==> src/design/clnwf_pkg.sv <==
// Shared types and constants for the character display nibble write formatter.
// Used by the controller, the datapath and the top level; depends on nothing.
`timescale 1ns / 1ps

package clnwf_pkg;

	// Request kinds carried on func.
	typedef enum logic [1:0] {
		FUNC_CMD    = 2'd0,
		FUNC_DATA   = 2'd1,
		FUNC_NUMBER = 2'd2,
		FUNC_CURSOR = 2'd3
	} func_t;

	localparam int unsigned BIN_W      = 32;
	localparam int unsigned NUM_DIGITS = 10;
	localparam int unsigned BCD_W      = 4 * NUM_DIGITS;
	localparam int unsigned STEP_W     = $clog2(BIN_W);
	localparam int unsigned DIG_W      = $clog2(NUM_DIGITS);

	localparam logic [7:0] DDRAM_SET  = 8'h80;
	localparam logic [3:0] ASCII_ZERO_HI = 4'h3;

	// Commands from the controller to the datapath.
	typedef struct packed {
		logic load;
		logic conv_step;
		logic drop_digit;
		logic emit_hi;
		logic emit_lo;
	} dp_cmd_t;

	// Status from the datapath back to the controller.
	typedef struct packed {
		logic is_num;
		logic conv_done;
		logic top_zero;
		logic dig_last;
	} dp_status_t;

	function automatic logic [7:0] row_base(input logic [1:0] row);
		logic [7:0] base;
		case (row)
			2'd0:    base = 8'h00;
			2'd1:    base = 8'h40;
			2'd2:    base = 8'h14;
			2'd3:    base = 8'h54;
			default: base = 8'h00;
		endcase
		return base;
	endfunction

endpackage

==> src/design/clnwf_ctrl.sv <==
// Controller state machine of the nibble write formatter.
// Depends on clnwf_pkg for the command and status structs.
`timescale 1ns / 1ps

module clnwf_ctrl (
	input  logic                   clk,
	input  logic                   arst_n,
	input  logic                   start,
	input  logic [1:0]             func,
	input  clnwf_pkg::dp_status_t  status,
	output clnwf_pkg::dp_cmd_t     cmd,
	output logic                   busy
);

	typedef enum logic [4:0] {
		ST_IDLE = 5'b00001,
		ST_CONV = 5'b00010,
		ST_SCAN = 5'b00100,
		ST_HIGH = 5'b01000,
		ST_LOW  = 5'b10000
	} state_t;

	state_t state_q, state_d;

	always_ff @(posedge clk or negedge arst_n) begin
		if (!arst_n) begin
			state_q <= ST_IDLE;
		end else begin
			state_q <= state_d;
		end
	end

	always_comb begin
		state_d = state_q;
		cmd     = '0;
		case (state_q)
			ST_IDLE: begin
				if (start) begin
					cmd.load = 1'b1;
					if (func == clnwf_pkg::FUNC_NUMBER) begin
						state_d = ST_CONV;
					end else begin
						state_d = ST_HIGH;
					end
				end
			end
			ST_CONV: begin
				cmd.conv_step = 1'b1;
				if (status.conv_done) begin
					state_d = ST_SCAN;
				end
			end
			ST_SCAN: begin
				// Leading zeros are dropped, but the units digit always prints.
				if (status.top_zero && !status.dig_last) begin
					cmd.drop_digit = 1'b1;
				end else begin
					state_d = ST_HIGH;
				end
			end
			ST_HIGH: begin
				cmd.emit_hi = 1'b1;
				state_d     = ST_LOW;
			end
			ST_LOW: begin
				cmd.emit_lo = 1'b1;
				if (status.is_num && !status.dig_last) begin
					cmd.drop_digit = 1'b1;
					state_d        = ST_HIGH;
				end else begin
					state_d = ST_IDLE;
				end
			end
			default: begin
				state_d = ST_IDLE;
			end
		endcase
	end

	assign busy = (state_q != ST_IDLE);

endmodule

==> src/design/clnwf_datapath.sv <==
// Datapath of the nibble write formatter: request registers, binary to BCD
// converter and the registered beat output. Depends on clnwf_pkg.
`timescale 1ns / 1ps

module clnwf_datapath (
	input  logic                                clk,
	input  logic                                arst_n,
	input  clnwf_pkg::dp_cmd_t                  cmd,
	input  logic [1:0]                          func,
	input  logic [7:0]                          byte_value,
	input  logic [clnwf_pkg::BIN_W-1:0]         number_value,
	input  logic [1:0]                          row,
	input  logic [5:0]                          col,
	output clnwf_pkg::dp_status_t               status,
	output logic                                strobe,
	output logic                                reg_select,
	output logic [3:0]                          nibble,
	output logic                                last
);

	logic                            is_num_q;
	logic                            rs_q;
	logic [7:0]                      byte_q;
	logic [clnwf_pkg::BIN_W-1:0]     bin_q;
	logic [clnwf_pkg::BCD_W-1:0]     bcd_q;
	logic [clnwf_pkg::STEP_W-1:0]    step_q;
	logic [clnwf_pkg::DIG_W-1:0]     dig_q;
	logic [clnwf_pkg::BCD_W-1:0]     bcd_adj;
	logic [7:0]                      cur_byte;
	logic [7:0]                      cursor_addr;
	logic                            final_byte;

	// Add three to every digit of five or more before the shift.
	always_comb begin
		for (int i = 0; i < clnwf_pkg::NUM_DIGITS; i++) begin
			if (bcd_q[4*i +: 4] >= 4'd5) begin
				bcd_adj[4*i +: 4] = bcd_q[4*i +: 4] + 4'd3;
			end else begin
				bcd_adj[4*i +: 4] = bcd_q[4*i +: 4];
			end
		end
	end

	assign cursor_addr = (clnwf_pkg::row_base(row) + {2'b00, col}) | clnwf_pkg::DDRAM_SET;
	assign cur_byte    = is_num_q ? {clnwf_pkg::ASCII_ZERO_HI,
		bcd_q[clnwf_pkg::BCD_W-1 -: 4]} : byte_q;
	assign final_byte  = !is_num_q || (dig_q == '0);

	assign status.is_num    = is_num_q;
	assign status.conv_done = (step_q == '0);
	assign status.top_zero  = (bcd_q[clnwf_pkg::BCD_W-1 -: 4] == 4'd0);
	assign status.dig_last  = (dig_q == '0);

	always_ff @(posedge clk) begin
		if (cmd.load) begin
			is_num_q <= (func == clnwf_pkg::FUNC_NUMBER);
			rs_q     <= (func == clnwf_pkg::FUNC_DATA) || (func == clnwf_pkg::FUNC_NUMBER);
			byte_q   <= (func == clnwf_pkg::FUNC_CURSOR) ? cursor_addr : byte_value;
			bin_q    <= number_value;
			bcd_q    <= '0;
			step_q   <= clnwf_pkg::STEP_W'(clnwf_pkg::BIN_W - 1);
			dig_q    <= clnwf_pkg::DIG_W'(clnwf_pkg::NUM_DIGITS - 1);
		end else if (cmd.conv_step) begin
			bcd_q  <= {bcd_adj[clnwf_pkg::BCD_W-2:0], bin_q[clnwf_pkg::BIN_W-1]};
			bin_q  <= {bin_q[clnwf_pkg::BIN_W-2:0], 1'b0};
			step_q <= step_q - clnwf_pkg::STEP_W'(1);
		end else if (cmd.drop_digit) begin
			bcd_q <= {bcd_q[clnwf_pkg::BCD_W-5:0], 4'd0};
			dig_q <= dig_q - clnwf_pkg::DIG_W'(1);
		end
	end

	always_ff @(posedge clk or negedge arst_n) begin
		if (!arst_n) begin
			strobe <= 1'b0;
		end else begin
			strobe <= cmd.emit_hi || cmd.emit_lo;
		end
	end

	always_ff @(posedge clk) begin
		if (cmd.emit_hi) begin
			reg_select <= rs_q;
			nibble     <= cur_byte[7:4];
			last       <= 1'b0;
		end else if (cmd.emit_lo) begin
			reg_select <= rs_q;
			nibble     <= cur_byte[3:0];
			last       <= final_byte;
		end
	end

endmodule

==> src/design/char_lcd_nibble_write_formatter.sv <==
// Top level of the character display nibble write formatter (4-bit bus).
// Instantiates clnwf_ctrl and clnwf_datapath; depends on clnwf_pkg.
//
//  Channel  | Handshake            | Payload
//  ---------+----------------------+------------------------------------------
//  request  | start, busy          | func, byte_value, number_value, row, col
//  beat     | strobe (one cycle)   | reg_select, nibble, last
//
// A command, character or cursor move keeps busy high while its high and low
// nibble beats are formed; each beat is registered and shows in the cycle
// after it is formed. A number is first converted by shift-and-add-3 in the
// BCD converter, then a scan drops its leading zeros, then each digit goes
// out as a high and a low beat. Beats of one request come out in consecutive
// cycles. A new request can be taken while the final beat of the previous
// one is still on the outputs. Reset clears the controller and the strobe;
// the beat receiver cannot stall.
`timescale 1ns / 1ps

module char_lcd_nibble_write_formatter (
	input  logic        clk,
	input  logic        arst_n,
	input  logic        start,
	output logic        busy,
	input  logic [1:0]  func,
	input  logic [7:0]  byte_value,
	input  logic [31:0] number_value,
	input  logic [1:0]  row,
	input  logic [5:0]  col,
	output logic        strobe,
	output logic        reg_select,
	output logic [3:0]  nibble,
	output logic        last
);

	clnwf_pkg::dp_cmd_t    cmd;
	clnwf_pkg::dp_status_t status;

	clnwf_ctrl u_ctrl (
		.clk    (clk),
		.arst_n (arst_n),
		.start  (start),
		.func   (func),
		.status (status),
		.cmd    (cmd),
		.busy   (busy)
	);

	clnwf_datapath u_datapath (
		.clk          (clk),
		.arst_n       (arst_n),
		.cmd          (cmd),
		.func         (func),
		.byte_value   (byte_value),
		.number_value (number_value),
		.row          (row),
		.col          (col),
		.status       (status),
		.strobe       (strobe),
		.reg_select   (reg_select),
		.nibble       (nibble),
		.last         (last)
	);

endmodule

==> config.mk <==
export PLATFORM = sky130hd
export DESIGN_NAME = char_lcd_nibble_write_formatter
export DESIGN_NICKNAME = d
export VERILOG_FILES = /design/src/design/clnwf_pkg.sv /design/src/design/clnwf_ctrl.sv /design/src/design/clnwf_datapath.sv /design/src/design/char_lcd_nibble_write_formatter.sv
export SDC_FILE = /design/constraint.sdc
export NUM_CORES = 1
export LEC_CHECK = 0
export BUFFER_PORTS_ARGS = -buffer_cell sky130_fd_sc_hd__buf_2
export CAP_MARGIN = 5
export CELL_PAD_IN_SITES_DETAIL_PLACEMENT = 0
export CELL_PAD_IN_SITES_GLOBAL_PLACEMENT = 1
export CORE_MARGIN = 2
export CORE_UTILIZATION = 42
export DETAILED_ROUTE_END_ITERATION = 8
export GPL_TIMING_DRIVEN = 0
export PLACE_DENSITY = 0.73
export SYNTH_ARGS = -nofsm -noshare
export SYNTH_HDL_FRONTEND = slang
export SYNTH_SLANG_ARGS = --single-unit
export TNS_END_PERCENT = 1
==> constraint.sdc <==
create_clock -name clk -period 4.2 [get_ports clk]
set_clock_uncertainty 0.15 [all_clocks]
set_input_delay 0.84 -clock clk [delete_from_list [all_inputs] [get_ports clk]]
set_output_delay 0.84 -clock clk [all_outputs]
set_load 0.05 [all_outputs]
==> metrics, run 1 <==
Crit path arrival time 1570 ps; DRT iter0 DRCs 224; Critical R2R Capture u_datapath.bcd_q[13]$_SDFFE_PP0P_; Hold Fails Final Rpt 0; Vias per Instance 5.09; ys async rst share 5.83%; Mapped Area 5280 um^2; Pint 0.00212 W; setup violators final 0; die area 13500 um^2; Worst setup SP type flip-flop; crit path kind flip-flop to output pin; Clock Sinks 103; final worst path period need 2560 ps; first-pass GRT wire length 18300 um; worst-margin pin slew 1020 ps; FF-to-FF path depth 8; grt ovf 0; power per cell area 524 nW/um^2; library cells used by synthesis 51; Most used DFF post-synth dfxtp_1; part of the Yosys area used for sequential elements 48.6%; CTS Hold Buffers Added 0; fmax 0.391 GHz; # IOs 61; setup_tns 0 ps; Syn Area/Cell 9.53 um^2; Hold WC Path Type primary input to asynchronous set/reset pin; GRT Util Overall 17.4%; Final ANT Viol Nets 0; CP delay by family, top simple AND/OR/NAND/NOR gates; Buf+Inv Stages, Crit Path 1; initial antenna violation count 0; row count 40; final WL 11000 um; fin. max-slew vios 0; RSZ-0062 raised after global routing no; H-tree Lvls 3; drt wl/cell 13.8 um; Synth Net Count 636; 1st-pass router iterations 4; Reg2Reg Launch Point u_ctrl.state_q[3]$_DFFE_PN0P_; DR DRC count 0; status finished, final reports clean; final critical-path share of the clock period 60.8%; Die Ht 116 um; CTS tree built; CORE AREA 12200 um^2; FILL cells 1163; placed cell area 5790 um^2; EDFF count, synth 47; cell area after layout 6080 um^2; antenna cells 0; layout cell share with drive strength beyond 1 16.2%; VDD IR max 0.000338 V; clk_lat worst skew 350 ps; Comb pwr share 27.4%; overall power 0.00318 W; CTS buffer count 9; max-cap violations 0; die width 116 um; flops & latches, synth 103; sequential share of power 45.8%; vias in the first global route 3888; crit path max fanout 5; GPL Wtd Cong 0.805; Pleak 2.46 nW; yosys warns 0; Syn Inst Count 554; Largest stage delay, worst path 450 ps; CTS root buffer clkbuf_16; crit-path cells nor3_2 -> nand3b_1 -> buf_2; Clk pin slew, worst setup/hold paths 70 ps; origin of the worst setup path u_ctrl.state_q[3]$_DFFE_PN0P_; P&R area growth vs syn 15.2%; worst path required time 3210 ps; flop-to-flop setup slack 1800 ps; NetSw 0.00107 W; slew margin rel. 32.3%; Initial Util 43.4%; Slowest-stage cell, CP dfrtp_1; Clock Tree Buf Depth 2; CTS resizes 0; fin util 50.0%; Post-CTS Setup Bufs 0; pin count of the biggest net entering global routing 36; half-perimeter wire length after placement 7750 um; Clk pwr share 26.8%; # nets final 706; Via Count 4059; crit path capture type output pin; Sw Share 33.5%; number of port buffers 59
[power groups by stage]
stage	clock [W]	sequential (W)	combinational, W
floorplan	0	0.00150	0.000621
global placement	0	0.00147	0.000875
detailed placement	0	0.00148	0.000891
CTS	0.000882	0.00146	0.000894
global route	0.000921	0.00148	0.000995
finish	0.000853	0.00146	0.000874
[synth_stat cells (all sizes together), types with 7 or more instances]
library cell / count / area, um^2
a221o: 34 / 340
nor3b: 9 / 67.6
nor2b: 11 / 68.8
nor2: 41 / 171
mux2: 7 / 78.8
inv: 32 / 123
nand2: 134 / 503
o21ai: 17 / 88.8
dfxtp: 50 / 1000
a211oi: 9 / 67.6
clkbuf: 13 / 48.8
a21oi: 38 / 190
nand2b: 10 / 62.6
xnor2: 16 / 140
ha: 29 / 363
edfxtp: 47 / 1410
buf: 9 / 66.3
[routing by layer]
| layer | vias up | GRT usage, % | wire length [um] |
|---|---|---|---|
| li1 | 2075 | - | - |
| met1 | 1922 | 23.1 | 5420 |
| met2 | 53 | 28.2 | 5080 |
| met3 | 9 | 5.29 | 356 |
| met4 | 0 | 4.37 | 121 |
| met5 | - | 0 | 0 |
[worst reg2reg max path, cell delays in order, from the launching register on]
cell and delay, ps:
dfrtp_1 450, nor3_2 290, and3b_1 190, buf_4 190
nor2_4 60, inv_4 340, nor2_4 140, buf_6 170
a221o_1 300
[worst max path at each step]
stage | endpoint | slack, ps | cells past startpoint
2_1_floorplan | u_datapath.bcd_q[13]$_SDFFE_PP0P_ | 2020 | 7
3_5_place_dp | u_datapath.byte_q[4]$_DFFE_PP_ | 1590 | 4
4_1_cts | busy | 1630 | 3
6_report | busy | 1640 | 3
5_1_grt | busy | 1590 | 3
3_3_place_gp | u_datapath.byte_q[0]$_DFFE_PP_ | 1630 | 4
[layout by cell type, fill, tap and decap left out, drive strengths merged, types with 2 or more instances in the layout]
cell type / instances
a31o: 2
a21oi: 38
nor2: 41
ha: 29
a211oi: 9
buf: 68
dfxtp: 50
inv: 34
xor2: 3
dfrtp: 5
nor3b: 9
o21ai: 17
nand3: 5
nor2b: 11
a221o: 34
nor3: 2
clkinvlp: 2
xnor2: 16
o21a: 2
nand2: 134
clkbuf: 23
nand2b: 10
edfxtp: 47
and4: 2
and2: 3
o311ai: 2
mux2i: 4
nand3b: 3
mux2: 7
[final cells by class]
class | instances | area, um^2 | share of cell area [%]
multi-input combinational | 397 | 2480 | 40.8
inverter | 32 | 123 | 2.02
buffer | 22 | 115 | 1.89
clock inverter | 6 | 67.6 | 1.11
sequential | 103 | 2560 | 42.2
clock buffer | 10 | 229 | 3.76
timing repair buffer | 59 | 295 | 4.85
tap | 168 | 210 | 3.46
[state kept, by name (all words and copies together) (netlist names), 4 cells and up]
signal	cells
u_datapath.dig_q	4
u_datapath.step_q	5
u_datapath.nibble	4
u_datapath.bcd_q	40
u_datapath.byte_q	8
u_ctrl.state_q	5
u_datapath.bin_q	32
[cells by family after synthesis]
family | after synthesis | synth area share (%)
flip-flops | 103 | 48.6
multiplexers | 11 | 2.25
buffers and inverters | 54 | 4.50
adder cells (fa/ha/maj) | 29 | 6.87
XOR/XNOR | 19 | 3.15
AO/OA/AOI/OAI | 110 | 14.9
AND/OR/NAND/NOR | 228 | 19.7
[through the flow]
step	hold WS (ps)	std cells	setup WS (ps)
6_report	157	797	1640
5_1_grt	149	797	1590
4_1_cts	151	797	1630
3_5_place_dp	275	781	1590
3_3_place_gp	254	781	1630
2_1_floorplan	250	554	2020
No activity file was read; power rests on OpenSTA's default activity.
==> inputs of run 2 (changes only) <==
- CORE_UTILIZATION: 42 -> 41
- PLACE_DENSITY: 0.73 -> 0.74
- clock period: 4.2 -> 2.2 ns (I/O delays scaled with it)
==> metrics, run 2 (synthesis gave the netlist of run 1 again) <==
final worst path period need 2150 ps; overall power 0.00631 W (was 0.00318 W); Die Ht 117 um (was 116 um); half-perimeter wire length after placement 7740 um (was 7750 um); Critical R2R Capture u_datapath.bcd_q[28]$_SDFFE_PP0P_ (was u_datapath.bcd_q[13]$_SDFFE_PP0P_); Pleak 2.55 nW (was 2.46 nW); Clock Sinks 103 (unchanged); GRT Util Overall 16.7% (was 17.4%); die width 117 um (was 116 um); Crit path arrival time 2240 ps (was 1570 ps); most flop-heavy register u_datapath.bcd_q (unchanged); fmax 0.465 GHz; Hold Fails Final Rpt 0 (unchanged); Via Count 4155 (was 4059); vias in the first global route 3906 (was 3888); crit-path cells inv_1 -> ha_2 -> or3b_4 -> nand4_1 -> o21ai_4 -> buf_4 -> a221o_1 (was nor3_2 -> nand3b_1 -> buf_2); 1st-pass router iterations 4 (unchanged); top flop regs u_datapath.bcd_q: 40 flops, u_datapath.bin_q: 32 flops, u_datapath.byte_q: 8 flops (unchanged); flop-to-flop setup slack 50 ps (was 1800 ps); area of the multi-input gates 2520 um^2 (was 2480 um^2); # IOs 61 (unchanged); row count 41 (was 40); worst path required time 2290 ps (was 3210 ps); FILL cells 1215 (was 1163); Worst setup SP type flip-flop (unchanged); max reg flops 40 (unchanged); final WL 11300 um (was 11000 um); Largest stage delay, worst path 410 ps (was 450 ps); CTS root buffer clkbuf_16 (unchanged); critical path endpoint u_datapath.bcd_q[28]$_SDFFE_PP0P_ (was busy); setup violators final 0 (unchanged); Placement Setup Slack -224 ps (was 1590 ps); layout cell share with drive strength beyond 1 19.5% (was 16.2%); Final ANT Viol Nets 0 (unchanged); H-tree Lvls 3 (unchanged); crit path capture type flip-flop (was output pin); Vias per Instance 5.12 (was 5.09); fin. max-slew vios 0 (unchanged); clk_lat worst skew 350 ps (about the same); P&R area growth vs syn 18.8% (was 15.2%); final critical-path share of the clock period 97.8%; cell area after layout 6270 um^2 (was 6080 um^2); die area 13800 um^2 (was 13500 um^2); commonest non-fill, non-tap cell in the layout nand2_1 (unchanged); number of port buffers 59 (unchanged); VDD IR max 0.000771 V (was 0.000338 V); Hold WC Path Type primary input to flip-flop (was primary input to asynchronous set/reset pin); final setup margin 47.7 ps (was 1640 ps); grt ovf 0 (unchanged); first-pass GRT wire length 18900 um (was 18300 um); drt wl/cell 13.9 um (was 13.8 um); Sequential Area 2570 um^2 (was 2560 um^2); most frequent cells in the layout nand2_1 (133), buf_2 (62), dfxtp_1 (48), edfxtp_1 (47) (was nand2_1 (134), buf_2 (64), dfxtp_1 (50), edfxtp_1 (47)); status finished, final reports clean (unchanged); origin of the worst setup path u_datapath.dig_q[0]$_SDFFE_PP1P_ (was u_ctrl.state_q[3]$_DFFE_PN0P_); RSZ-0062 raised after global routing yes (was no); pin count of the biggest net entering global routing 36 (unchanged); Slowest-stage cell, CP or3b_4 (was dfrtp_1); CTS tree built (unchanged); GPL Wtd Cong 0.801 (was 0.805); Clk pin slew, worst setup/hold paths 70 ps (about the same); initial antenna violation count 0 (unchanged); worst-margin pin slew 624 ps (was 1020 ps); # nets final 717 (was 706); slew margin rel. 58.4% (was 32.3%); crit path max fanout 10 (was 5); DR DRC count 0 (unchanged); Initial Util 41.8% (was 43.4%); antenna cells 0 (unchanged); crit path kind flip-flop to flip-flop (was flip-flop to output pin); CORE AREA 12600 um^2 (was 12200 um^2); max-cap violations 0 (unchanged); FF-to-FF path depth 7 (was 8); placed cell area 5790 um^2 (about the same); DRT iter0 DRCs 174 (was 224); CTS buffer count 9 (unchanged); power per cell area 1010 nW/um^2 (was 524 nW/um^2); Clock Tree Buf Depth 2 (unchanged); Reg2Reg Launch Point u_datapath.dig_q[0]$_SDFFE_PP1P_ (was u_ctrl.state_q[3]$_DFFE_PN0P_)
run 2: cell count changes in the layout (fill, tap and decap cells not counted), moves of 2 or more:
| cell | previous run | this run |
|---|---|---|
| clkbuf_2 | 0 | 3 |
| dfxtp_2 | 0 | 2 |
| buf_2 | 64 | 62 |
| dfxtp_1 | 50 | 48 |
| buf_6 | 3 | 10 |
| buf_4 | 1 | 6 |
| clkbuf_1 | 14 | 9 |
run 2: timing repair:
action                                  in CTS  in global routing
hold buffers                                 1                  0
endpoints found under the hold margin        6                  0
cloned                                       0                  5
endpoints found under the setup margin      54                 50
setup buffers                                0                  5
resized for setup                           12                 28
pin swaps                                    0                  5
run 2: critical path: cells and delay by family, from the launching register on:
family                     cells  cell delay [ps]
buffers and inverters          2              280
adders and majority gates      1              190
DFF                            1              320
AOI/OAI and AO/OA              2              490
and+or+nand+nor                2              600
run 2: metrics by stage:
stage	util [%]	hold slack (ps)	setup TNS (ps)	cells
2_1_floorplan	-	-5.59	0	554
3_3_place_gp	45.9	138	-9870	785
3_5_place_dp	45.9	138	-9800	785
4_1_cts	48.7	179	0	802
5_1_grt	49.7	181	-743	812
6_report	49.7	193	0	812
run 2: area by class of cell:
class	instances	share of cell area, %
repair inverters	1	0.140
flip-flops and latches	103	40.9
repair buffers	68	6.00
inverters	32	2.11
multi-input cells	398	40.2
clock inverters	5	1.02
clock buffers	11	3.87
plain buffers	22	2.33
well taps	172	3.43
run 2: worst min path at each step:
stage / end / start / cells after the start / slack, ps
6_report: u_datapath.bin_q[20]$_DFFE_PP_ / number_value[20] / 3 / 190
5_1_grt: u_datapath.byte_q[7]$_SDFFCE_PP1P_ / byte_value[7] / 2 / 180
4_1_cts: u_datapath.bin_q[20]$_DFFE_PP_ / number_value[20] / 3 / 180
3_5_place_dp: u_datapath.strobe$_DFF_PN0_ / arst_n / 1 / 140
3_3_place_gp: u_datapath.strobe$_DFF_PN0_ / arst_n / 1 / 140
2_1_floorplan: u_ctrl.state_q[1]$_DFFE_PN0P_ / arst_n / 0 / -6
run 2: layer usage:
metal | vias to the layer above | track usage, % | wire [um]
li1 | 2111 | - | -
met1 | 1961 | 21.8 | 5300
met2 | 70 | 27.0 | 5260
met3 | 13 | 4.46 | 561
met4 | 0 | 5.20 | 156
met5 | - | 0 | 0
run 2: where the power goes:
part / leakage [nW] / internal [W] / switching (W)
combinational: 1.48 / 0.000662 / 0.00121
sequential: 0.923 / 0.00261 / 0.000176
clock: 0.147 / 0.000925 / 0.000733
